$ cat config.mk
export PLATFORM = sky130hd
export DESIGN_NAME = form_urlencoded_decoder
export DESIGN_NICKNAME = d
export VERILOG_FILES = /design/src/rtl/fud_pkg.sv /design/src/rtl/form_urlencoded_decoder.sv /design/src/rtl/fud_front.sv /design/src/rtl/fud_queue.sv /design/src/rtl/fud_back.sv
export SDC_FILE = /design/constraint.sdc
export NUM_CORES = 1
export LEC_CHECK = 0
export BUFFER_PORTS_ARGS = -buffer_cell sky130_fd_sc_hd__buf_2
export CAP_MARGIN = 40
export CORE_ASPECT_RATIO = 2
export CORE_UTILIZATION = 40
export DETAILED_ROUTE_END_ITERATION = 10
export PLACE_DENSITY_LB_ADDON = 0.25
export SETUP_SLACK_MARGIN = 0.2
export SLEW_MARGIN = 20
export SYNTH_ARGS = -nofsm -noshare
export SYNTH_HDL_FRONTEND = slang
export SYNTH_SLANG_ARGS = --single-unit
$ cat constraint.sdc
create_clock -name clock -period 5 [get_ports clock]
set_input_delay 0.75 -clock clock [delete_from_list [all_inputs] [get_ports clock]]
set_output_delay 0.75 -clock clock [all_outputs]
set_load 0.01 [all_outputs]
$ cat src/rtl/fud_pkg.sv
// Shared types, character codes and the escape digit helper for the form decoder.
// Depends on nothing; every other file of the decoder imports it.
package fud_pkg;

   localparam int QUEUE_DEPTH_DEFAULT = 4;

   localparam logic [7:0] CHAR_PERCENT = 8'h25;
   localparam logic [7:0] CHAR_PLUS    = 8'h2B;
   localparam logic [7:0] CHAR_EQUALS  = 8'h3D;
   localparam logic [7:0] CHAR_AMP     = 8'h26;
   localparam logic [7:0] CHAR_SPACE   = 8'h20;
   localparam logic [7:0] CHAR_UPPER_A = 8'h41;
   localparam logic [7:0] CHAR_ZERO    = 8'h30;
   localparam logic [7:0] CASE_MASK    = 8'hDF;
   localparam logic [7:0] LETTER_BASE  = 8'd10;

   // Bit positions in the result mask of one queued item.
   localparam int RES_PRIMARY    = 0;
   localparam int RES_NAME_CLOSE = 1;
   localparam int RES_VALUE_CLOSE = 2;
   localparam int RES_COUNT      = 3;

   localparam logic PART_NAME  = 1'b0;
   localparam logic PART_VALUE = 1'b1;

   typedef enum logic [2:0] {
      ESC_NONE = 3'b001,
      ESC_HIGH = 3'b010,
      ESC_LOW  = 3'b100
   } esc_phase_type;

   // One accepted byte as the back end needs it: which results to produce,
   // and the fields of the primary result.
   typedef struct packed {
      logic [RES_COUNT-1:0] mask;
      logic [7:0]           data;
      logic                 has_byte;
      logic                 part;
      logic                 field_end;
   } fud_entry_type;

   function automatic logic [7:0] escape_digit(input logic [7:0] c);
      logic [7:0] ch;
      ch = (c == CHAR_PLUS) ? CHAR_SPACE : c;
      if (ch >= CHAR_UPPER_A) begin
         return (ch & CASE_MASK) - CHAR_UPPER_A + LETTER_BASE;
      end
      return ch - CHAR_ZERO;
   endfunction

endpackage

$ cat src/rtl/form_urlencoded_decoder.sv
// Top level of the streaming form body decoder.
// Instantiates fud_front, fud_queue and fud_back; uses fud_pkg.
//
// Usage: the encoded body enters on the req_ channel, one byte per
// transaction, with req_end_of_body set on the final byte. Decoded output
// leaves on the rsp_ channel, one result per transaction: a decoded byte
// (rsp_has_byte set) or a field end (rsp_field_end set), tagged with the
// field it belongs to (rsp_part, name or value). rsp_last_in_run marks the
// final result produced by one input byte; a '%' or the first escape digit
// produces no result at all unless it carries the end of the body.
// The first result of a byte passes through the queue, the back end's work
// register and the output register. The back end issues one result per cycle
// while rsp_ready is high, so an ordinary byte then sustains one transaction
// per cycle on both channels; a byte carrying the end of the body yields one
// to three results and holds the back end until the last of them is loaded.
// The front end classifies bytes into a short queue, so it keeps accepting
// while the receiver stalls until the queue fills, at which point req_ready
// falls. Results are never lost or repeated while rsp_ready is low.
// Reset (synchronous, active high) empties the queue and the output
// register and returns the parser to the start of a name.
module form_urlencoded_decoder
   import fud_pkg::*;
#(
   parameter int QUEUE_DEPTH = QUEUE_DEPTH_DEFAULT
) (
   input  logic       clock,
   input  logic       reset,
   input  logic       req_valid,
   output logic       req_ready,
   input  logic [7:0] req_in_byte,
   input  logic       req_end_of_body,
   output logic       rsp_valid,
   input  logic       rsp_ready,
   output logic [7:0] rsp_out_byte,
   output logic       rsp_has_byte,
   output logic       rsp_part,
   output logic       rsp_field_end,
   output logic       rsp_last_in_run
);

   fud_entry_type push_entry;
   fud_entry_type head_entry;
   logic          push;
   logic          pop;
   logic          queue_empty;
   logic          queue_full;

   // Front end: state tracking and classification of each byte.
   fud_front u_front (
      .clock           (clock),
      .reset           (reset),
      .req_valid       (req_valid),
      .req_ready       (req_ready),
      .req_in_byte     (req_in_byte),
      .req_end_of_body (req_end_of_body),
      .queue_full      (queue_full),
      .push            (push),
      .push_entry      (push_entry)
   );

   // Decoupling queue: bytes that produce no result are never written.
   fud_queue #(
      .DEPTH (QUEUE_DEPTH)
   ) u_queue (
      .clock      (clock),
      .reset      (reset),
      .push       (push),
      .push_entry (push_entry),
      .pop        (pop),
      .head_entry (head_entry),
      .empty      (queue_empty),
      .full       (queue_full)
   );

   // Back end: expansion into individual results and the output register.
   fud_back u_back (
      .clock           (clock),
      .reset           (reset),
      .head_entry      (head_entry),
      .queue_empty     (queue_empty),
      .pop             (pop),
      .rsp_valid       (rsp_valid),
      .rsp_ready       (rsp_ready),
      .rsp_out_byte    (rsp_out_byte),
      .rsp_has_byte    (rsp_has_byte),
      .rsp_part        (rsp_part),
      .rsp_field_end   (rsp_field_end),
      .rsp_last_in_run (rsp_last_in_run)
   );

endmodule

$ cat src/rtl/fud_front.sv
// Front end of the form decoder: accepts raw bytes, tracks name/value and
// escape state, and classifies each byte into a queue entry. Uses fud_pkg.
module fud_front
   import fud_pkg::*;
(
   input  logic          clock,
   input  logic          reset,
   input  logic          req_valid,
   output logic          req_ready,
   input  logic [7:0]    req_in_byte,
   input  logic          req_end_of_body,
   input  logic          queue_full,
   output logic          push,
   output fud_entry_type push_entry
);

   logic          in_value_ff, in_value_in;
   esc_phase_type esc_ff, esc_in;
   logic [3:0]    high_nibble_ff, high_nibble_in;
   logic          accept;
   logic [7:0]    digit;

   assign req_ready = !queue_full;
   assign accept    = req_valid && req_ready;
   assign digit     = escape_digit(req_in_byte);

   always_comb begin
      push_entry     = '0;
      in_value_in    = in_value_ff;
      esc_in         = esc_ff;
      high_nibble_in = high_nibble_ff;

      // Field separators win over any escape in progress.
      if (!in_value_ff && req_in_byte == CHAR_EQUALS) begin
         push_entry.mask[RES_PRIMARY] = 1'b1;
         push_entry.part              = PART_NAME;
         push_entry.field_end         = 1'b1;
         in_value_in                  = 1'b1;
         esc_in                       = ESC_NONE;
      end else if (in_value_ff && req_in_byte == CHAR_AMP) begin
         push_entry.mask[RES_PRIMARY] = 1'b1;
         push_entry.part              = PART_VALUE;
         push_entry.field_end         = 1'b1;
         in_value_in                  = 1'b0;
         esc_in                       = ESC_NONE;
      end else begin
         case (esc_ff)
            ESC_HIGH: begin
               high_nibble_in = digit[3:0];
               esc_in         = ESC_LOW;
            end
            ESC_LOW: begin
               push_entry.mask[RES_PRIMARY] = 1'b1;
               push_entry.data              = {high_nibble_ff, 4'h0} + digit;
               push_entry.has_byte          = 1'b1;
               push_entry.part              = in_value_ff;
               esc_in                       = ESC_NONE;
            end
            default: begin
               if (req_in_byte == CHAR_PERCENT) begin
                  esc_in = ESC_HIGH;
               end else begin
                  esc_in                       = ESC_NONE;
                  push_entry.mask[RES_PRIMARY] = 1'b1;
                  push_entry.data = (req_in_byte == CHAR_PLUS) ? CHAR_SPACE : req_in_byte;
                  push_entry.has_byte          = 1'b1;
                  push_entry.part              = in_value_ff;
               end
            end
         endcase
      end

      // End of body closes whatever is open and drops a partial escape.
      if (req_end_of_body) begin
         if (!in_value_in) begin
            push_entry.mask[RES_NAME_CLOSE] = 1'b1;
         end
         push_entry.mask[RES_VALUE_CLOSE] = 1'b1;
         in_value_in    = 1'b0;
         esc_in         = ESC_NONE;
         high_nibble_in = 4'h0;
      end
   end

   assign push = accept && (push_entry.mask != '0);

   always_ff @(posedge clock) begin
      if (reset) begin
         in_value_ff    <= 1'b0;
         esc_ff         <= ESC_NONE;
         high_nibble_ff <= 4'h0;
      end else if (accept) begin
         in_value_ff    <= in_value_in;
         esc_ff         <= esc_in;
         high_nibble_ff <= high_nibble_in;
      end
   end

endmodule

$ cat src/rtl/fud_queue.sv
// Short queue of classified entries between the front and back ends.
// Uses fud_pkg for the entry type.
module fud_queue
   import fud_pkg::*;
#(
   parameter int DEPTH = QUEUE_DEPTH_DEFAULT
) (
   input  logic          clock,
   input  logic          reset,
   input  logic          push,
   input  fud_entry_type push_entry,
   input  logic          pop,
   output fud_entry_type head_entry,
   output logic          empty,
   output logic          full
);

   localparam int PTR_W = $clog2(DEPTH);
   localparam int CNT_W = $clog2(DEPTH + 1);
   localparam logic [PTR_W-1:0] LAST_PTR  = PTR_W'(DEPTH - 1);
   localparam logic [CNT_W-1:0] FULL_CNT  = CNT_W'(DEPTH);

   fud_entry_type    entry_ff [DEPTH];
   logic [PTR_W-1:0] wr_ptr_ff, wr_ptr_in;
   logic [PTR_W-1:0] rd_ptr_ff, rd_ptr_in;
   logic [CNT_W-1:0] count_ff, count_in;

   assign empty      = (count_ff == '0);
   assign full       = (count_ff == FULL_CNT);
   assign head_entry = entry_ff[rd_ptr_ff];

   always_comb begin
      wr_ptr_in = wr_ptr_ff;
      rd_ptr_in = rd_ptr_ff;
      count_in  = count_ff;
      if (push) begin
         wr_ptr_in = (wr_ptr_ff == LAST_PTR) ? '0 : wr_ptr_ff + 1'b1;
      end
      if (pop) begin
         rd_ptr_in = (rd_ptr_ff == LAST_PTR) ? '0 : rd_ptr_ff + 1'b1;
      end
      if (push && !pop) begin
         count_in = count_ff + 1'b1;
      end else if (pop && !push) begin
         count_in = count_ff - 1'b1;
      end
   end

   always_ff @(posedge clock) begin
      if (reset) begin
         wr_ptr_ff <= '0;
         rd_ptr_ff <= '0;
         count_ff  <= '0;
      end else begin
         wr_ptr_ff <= wr_ptr_in;
         rd_ptr_ff <= rd_ptr_in;
         count_ff  <= count_in;
      end
   end

   always_ff @(posedge clock) begin
      if (push) begin
         entry_ff[wr_ptr_ff] <= push_entry;
      end
   end

   a_no_overflow: assert property (@(posedge clock) disable iff (reset)
      full |-> !push)
      else $error("queue written while full");

   a_no_underflow: assert property (@(posedge clock) disable iff (reset)
      empty |-> !pop)
      else $error("queue read while empty");

   a_count_up: assert property (@(posedge clock) disable iff (reset)
      (push && !pop) |=> count_ff == $past(count_ff) + 1'b1)
      else $error("queue count did not follow a lone write");

endmodule

$ cat src/rtl/fud_back.sv
// Back end of the form decoder: expands each queued entry into one to three
// results and holds them in the output register. Uses fud_pkg.
module fud_back
   import fud_pkg::*;
(
   input  logic          clock,
   input  logic          reset,
   input  fud_entry_type head_entry,
   input  logic          queue_empty,
   output logic          pop,
   output logic          rsp_valid,
   input  logic          rsp_ready,
   output logic [7:0]    rsp_out_byte,
   output logic          rsp_has_byte,
   output logic          rsp_part,
   output logic          rsp_field_end,
   output logic          rsp_last_in_run
);

   logic                 work_valid_ff, work_valid_in;
   fud_entry_type        work_ff, work_in;
   logic                 out_valid_ff, out_valid_in;
   logic [7:0]           out_byte_ff, out_byte_in;
   logic                 out_has_ff, out_has_in;
   logic                 out_part_ff, out_part_in;
   logic                 out_end_ff, out_end_in;
   logic                 out_last_ff, out_last_in;
   logic                 load_out;
   logic [RES_COUNT-1:0] mask_left;

   assign load_out = !out_valid_ff || rsp_ready;

   always_comb begin
      work_valid_in = work_valid_ff;
      work_in       = work_ff;
      out_valid_in  = out_valid_ff && !rsp_ready;
      out_byte_in   = out_byte_ff;
      out_has_in    = out_has_ff;
      out_part_in   = out_part_ff;
      out_end_in    = out_end_ff;
      out_last_in   = out_last_ff;
      mask_left     = work_ff.mask;
      pop           = 1'b0;

      if (work_valid_ff && load_out) begin
         out_valid_in = 1'b1;
         if (work_ff.mask[RES_PRIMARY]) begin
            mask_left[RES_PRIMARY] = 1'b0;
            out_byte_in = work_ff.data;
            out_has_in  = work_ff.has_byte;
            out_part_in = work_ff.part;
            out_end_in  = work_ff.field_end;
         end else if (work_ff.mask[RES_NAME_CLOSE]) begin
            mask_left[RES_NAME_CLOSE] = 1'b0;
            out_byte_in = 8'h00;
            out_has_in  = 1'b0;
            out_part_in = PART_NAME;
            out_end_in  = 1'b1;
         end else begin
            mask_left[RES_VALUE_CLOSE] = 1'b0;
            out_byte_in = 8'h00;
            out_has_in  = 1'b0;
            out_part_in = PART_VALUE;
            out_end_in  = 1'b1;
         end
         out_last_in  = (mask_left == '0);
         work_in.mask = mask_left;
         if (mask_left == '0) begin
            // Refill from the queue in the same cycle the last result leaves.
            pop           = !queue_empty;
            work_valid_in = !queue_empty;
            work_in       = head_entry;
         end
      end else if (!work_valid_ff) begin
         pop           = !queue_empty;
         work_valid_in = !queue_empty;
         work_in       = head_entry;
      end
   end

   always_ff @(posedge clock) begin
      if (reset) begin
         work_valid_ff <= 1'b0;
         out_valid_ff  <= 1'b0;
      end else begin
         work_valid_ff <= work_valid_in;
         out_valid_ff  <= out_valid_in;
      end
   end

   always_ff @(posedge clock) begin
      work_ff     <= work_in;
      out_byte_ff <= out_byte_in;
      out_has_ff  <= out_has_in;
      out_part_ff <= out_part_in;
      out_end_ff  <= out_end_in;
      out_last_ff <= out_last_in;
   end

   assign rsp_valid       = out_valid_ff;
   assign rsp_out_byte    = out_byte_ff;
   assign rsp_has_byte    = out_has_ff;
   assign rsp_part        = out_part_ff;
   assign rsp_field_end   = out_end_ff;
   assign rsp_last_in_run = out_last_ff;

   a_work_has_results: assert property (@(posedge clock) disable iff (reset)
      work_valid_ff |-> work_ff.mask != '0)
      else $error("held entry has no results left");

   a_end_carries_no_byte: assert property (@(posedge clock) disable iff (reset)
      (out_valid_ff && out_end_ff) |-> !out_has_ff)
      else $error("field end result carries a byte");

endmodule

==> metrics.cfg <==
[yosys]
ys_top_cells_by_area = edfxtp_1 53%, dfxtp_1 8.1%, mux4_2 6.7%
postSynthCellCount = 351
yosysWarningCount = 0
synth_top_area_share_pct = 52.7
synth_compound_area_share_pct = 8.54
ys_seq_elements = 101
muxShareOfSynthArea_pct = 7.39
synth_commonest_cells = 82 x edfxtp_1, 25 x nand2_1, 24 x nor2_1
yosys.area.top_type = edfxtp_1
synth-adder-area-share_pct = 5.89
ys.flop_type = edfxtp_1
synth-xor-area-share_pct = 1.87
synth_fp_nets = 384
synth.most_common_cell = edfxtp_1
synth_top_family_by_area = simple AND/OR/NAND/NOR gates
async_reset_ff_share_pct = 0
ys_seq_area_share_pct = 60.8
synth-edff-count = 82
yosys.area_share.simple_pct = 13.0
synth.avg_cell_area_sq_um = 13.3
syn_area_sq_um = 4670
ys_types = 57

[final_layout]
syn_to_final_growth_pct = 13.0
ff_latch_area_sq_um = 2840
final_cells = 527
multiInputGateArea_sq_um = 1720
fill_cells = 1041
drive_gt1_share_pct = 16.9
final_nets = 413
post-route-util_pct = 46.5
num_antenna_cells = 0

[power]
fin_total_pwr_w = 0.00252
switchingPower_w = 0.000664
comb_power_share_pct = 22.3
power_density_nw_per_um2 = 477
clkPwrFrac_pct = 28.9
peakVddDrop_uv = 168
switching_share_pct = 26.3
internal-power_w = 0.00185
p_seq_share_pct = 48.8
p_leak_nw = 1.88

[grt]
grtUsageMet1_pct = 16.1
grt.met3_usage_pct = 2.70
grt_usage_pct = 16.3
grt_pass1_vias = 2904
busiest_layer = met2
overflow = 0
antenna_found_initial = 0
grt_pass1_wl_mm = 14.7
grt_max_degree = 17
grt.met2_usage_pct = 30.0

[sta]
tightest_slew_ns = 0.795
slew_headroom_pct = 47.0
rsz0062_at_grt = no
hold_violations = 0
final.period_utilization_pct = 75.5
finalMaxSlewViolations = 0
max_freq_mhz = 265
fin_crit_ns = 3.78
skew_ns = 0.00525
setup_viol = 0
tns_ns = 0

[critical_path]
slowest_stage = fa_1
start_kind = input port
worstSetupStartpoint = req_in_byte[4]
crit_type = in -> reg
slowest_delay_ns = 0.41
crit_buf_inv = 3
cp_data_required_time_ns = 5.12
crit_fanout = 8
arrival_ns = 3.90
crit_chain = buf_2 -> inv_1 -> ha_1 -> and4b_1 -> a21oi_1 -> nor2_1 -> o211ai_1 -> o21ai_0 -> a221o_1 -> ha_1 -> inv_1 -> fa_1 -> or3_1 -> a21oi_1
cpLargestDelayFamily = compound AO/OA/AOI/OAI gates
reg2reg_from = u_front.esc_ff[1]$_SDFFE_PP0P_
worst_setup_path_end_kind = flop

[place]
dp_hpwl_mm = 6.71
port_buffers = 26
gp_congestion = 0.904
dp_cells = 511

[detailed_routing]
routedWlPerCell_um = 17.0
routed_wl_mm = 8.96
vias_per_cell = 5.25
first_pass_iters = 5
via_count = 2768
drc = 0
drt-initial-drc-count = 95
drtAntennaViolNets = 0

[clock_network]
post_cts_buffers = 0
insertion_delay_ns = 0.34
cts_max_level = 3
clockBufferDepth = 2
cts_tree = built
postCtsResizedCells = 0
cts_sinks = 101
clk_pin_slew_worst_paths_ns = 0.06
cts_inserted_buffers = 9
holdBufCountCts = 0
root_buffer = clkbuf_16

[floorplanning]
ios = 27
die_area_sq_um = 12100
fp.dieH_um = 155
start_util_pct = 41.2
core_sq_um = 11400
rows = 55
die_width_um = 78.4

[run]
max_cap_viol_count = 0

[hold_path]
hold_path_class = reg -> reg
min-delay-start = u_front.high_nibble_ff[2]$_SDFFE_PP0P_

[outcome]
outcome = complete, no violations

[placed cells by master (no fill, tap or decap), drive strengths merged, types with 14 or more instances in the layout]
master | Yosys | final
edfxtp | 82 | 82
buf | 4 | 29
nand2 | 26 | 26
nor2 | 24 | 24
dfxtp | 19 | 19
ha | 18 | 18
a21oi | 18 | 18
inv | 17 | 17
nor2b | 16 | 16
and2 | 16 | 16
mux4 | 14 | 14
[final timing paths]
path | end | depth (start not counted) | slack [ns]
worst max-delay path | u_queue.entry_ff[2][8]$_DFFE_PP_ | 14 | 1.22
worst max register to register | u_queue.count_ff[2]$_SDFFE_PP0P_ | 10 | 1.88
worst min-delay path | u_front.high_nibble_ff[2]$_SDFFE_PP0P_ | 2 | 0.48
worst min register to register | u_front.high_nibble_ff[2]$_SDFFE_PP0P_ | 2 | 0.48
[registers in the layout, indices dropped and copies added, names as in the netlist, 2 cells and up, named ones only]
| register | count |
|---|---|
| u_queue.entry_ff | 56 |
| u_back.work_ff | 14 |
| u_back.rsp_out_byte | 8 |
| u_front.high_nibble_ff | 4 |
| u_front.esc_ff | 3 |
| u_queue.count_ff | 3 |
| u_queue.rd_ptr_ff | 2 |
| u_queue.wr_ptr_ff | 2 |
[power by group through the flow]
stage          Clock, W  Combinational (W)  Sequential, W
6_report       0.000728           0.000562        0.00123
4_1_cts        0.000745           0.000575        0.00124
5_1_grt        0.000781           0.000638        0.00125
2_1_floorplan         0           0.000417        0.00123
3_3_place_gp          0           0.000536        0.00126
3_5_place_dp          0           0.000573        0.00125
[routing by layer]
metal,vias to the layer above,share of wire (%)
met5,-,0
met4,0,5.7
met3,31,2.5
met2,64,56
met1,1318,36
li1,1355,-
[metrics by stage]
stage	worst slack (ns)	instance area, sq um	hold WS (ns)
after global routing	0.927	5280	0.501
final	1.22	5280	0.484
after global placement	1.07	4950	0.471
after floorplan	1.13	4670	0.453
after detailed placement	0.930	4960	0.474
after CTS	1.27	5280	0.483
[worst reg2reg max path: cells and delay by family, from the launching register on]
| kind | cells | cell delay (ns) |
|---|---|---|
| and+or+nand+nor | 4 | 1.27 |
| adders and majority gates | 2 | 0.63 |
| AOI/OAI and AO/OA | 2 | 0.60 |
| DFF | 1 | 0.34 |
| xor gates and xnor gates | 1 | 0.16 |
| buffers and inverters | 1 | 0.06 |
[layout make-up]
type                       instances  area share (%)
clock buffer                      11            4.60
clock inverter                     5            1.40
inverter                          18            1.28
multi-input combinational        221            32.5
sequential                       101            53.8
tap                              142            3.36
timing repair buffer              29            3.03
[cells by family (layout without fill, tap and decap cells)]
logic type / Yosys count / after routing
AND/OR/NAND/NOR: 115 / 115
buffers and inverters: 29 / 63
AO/OA/AOI/OAI: 58 / 58
flip-flops: 101 / 101
adder cells (fa/ha/maj): 21 / 21
XOR/XNOR: 10 / 10
multiplexers: 17 / 17
(Power assumes the default switching activity.)
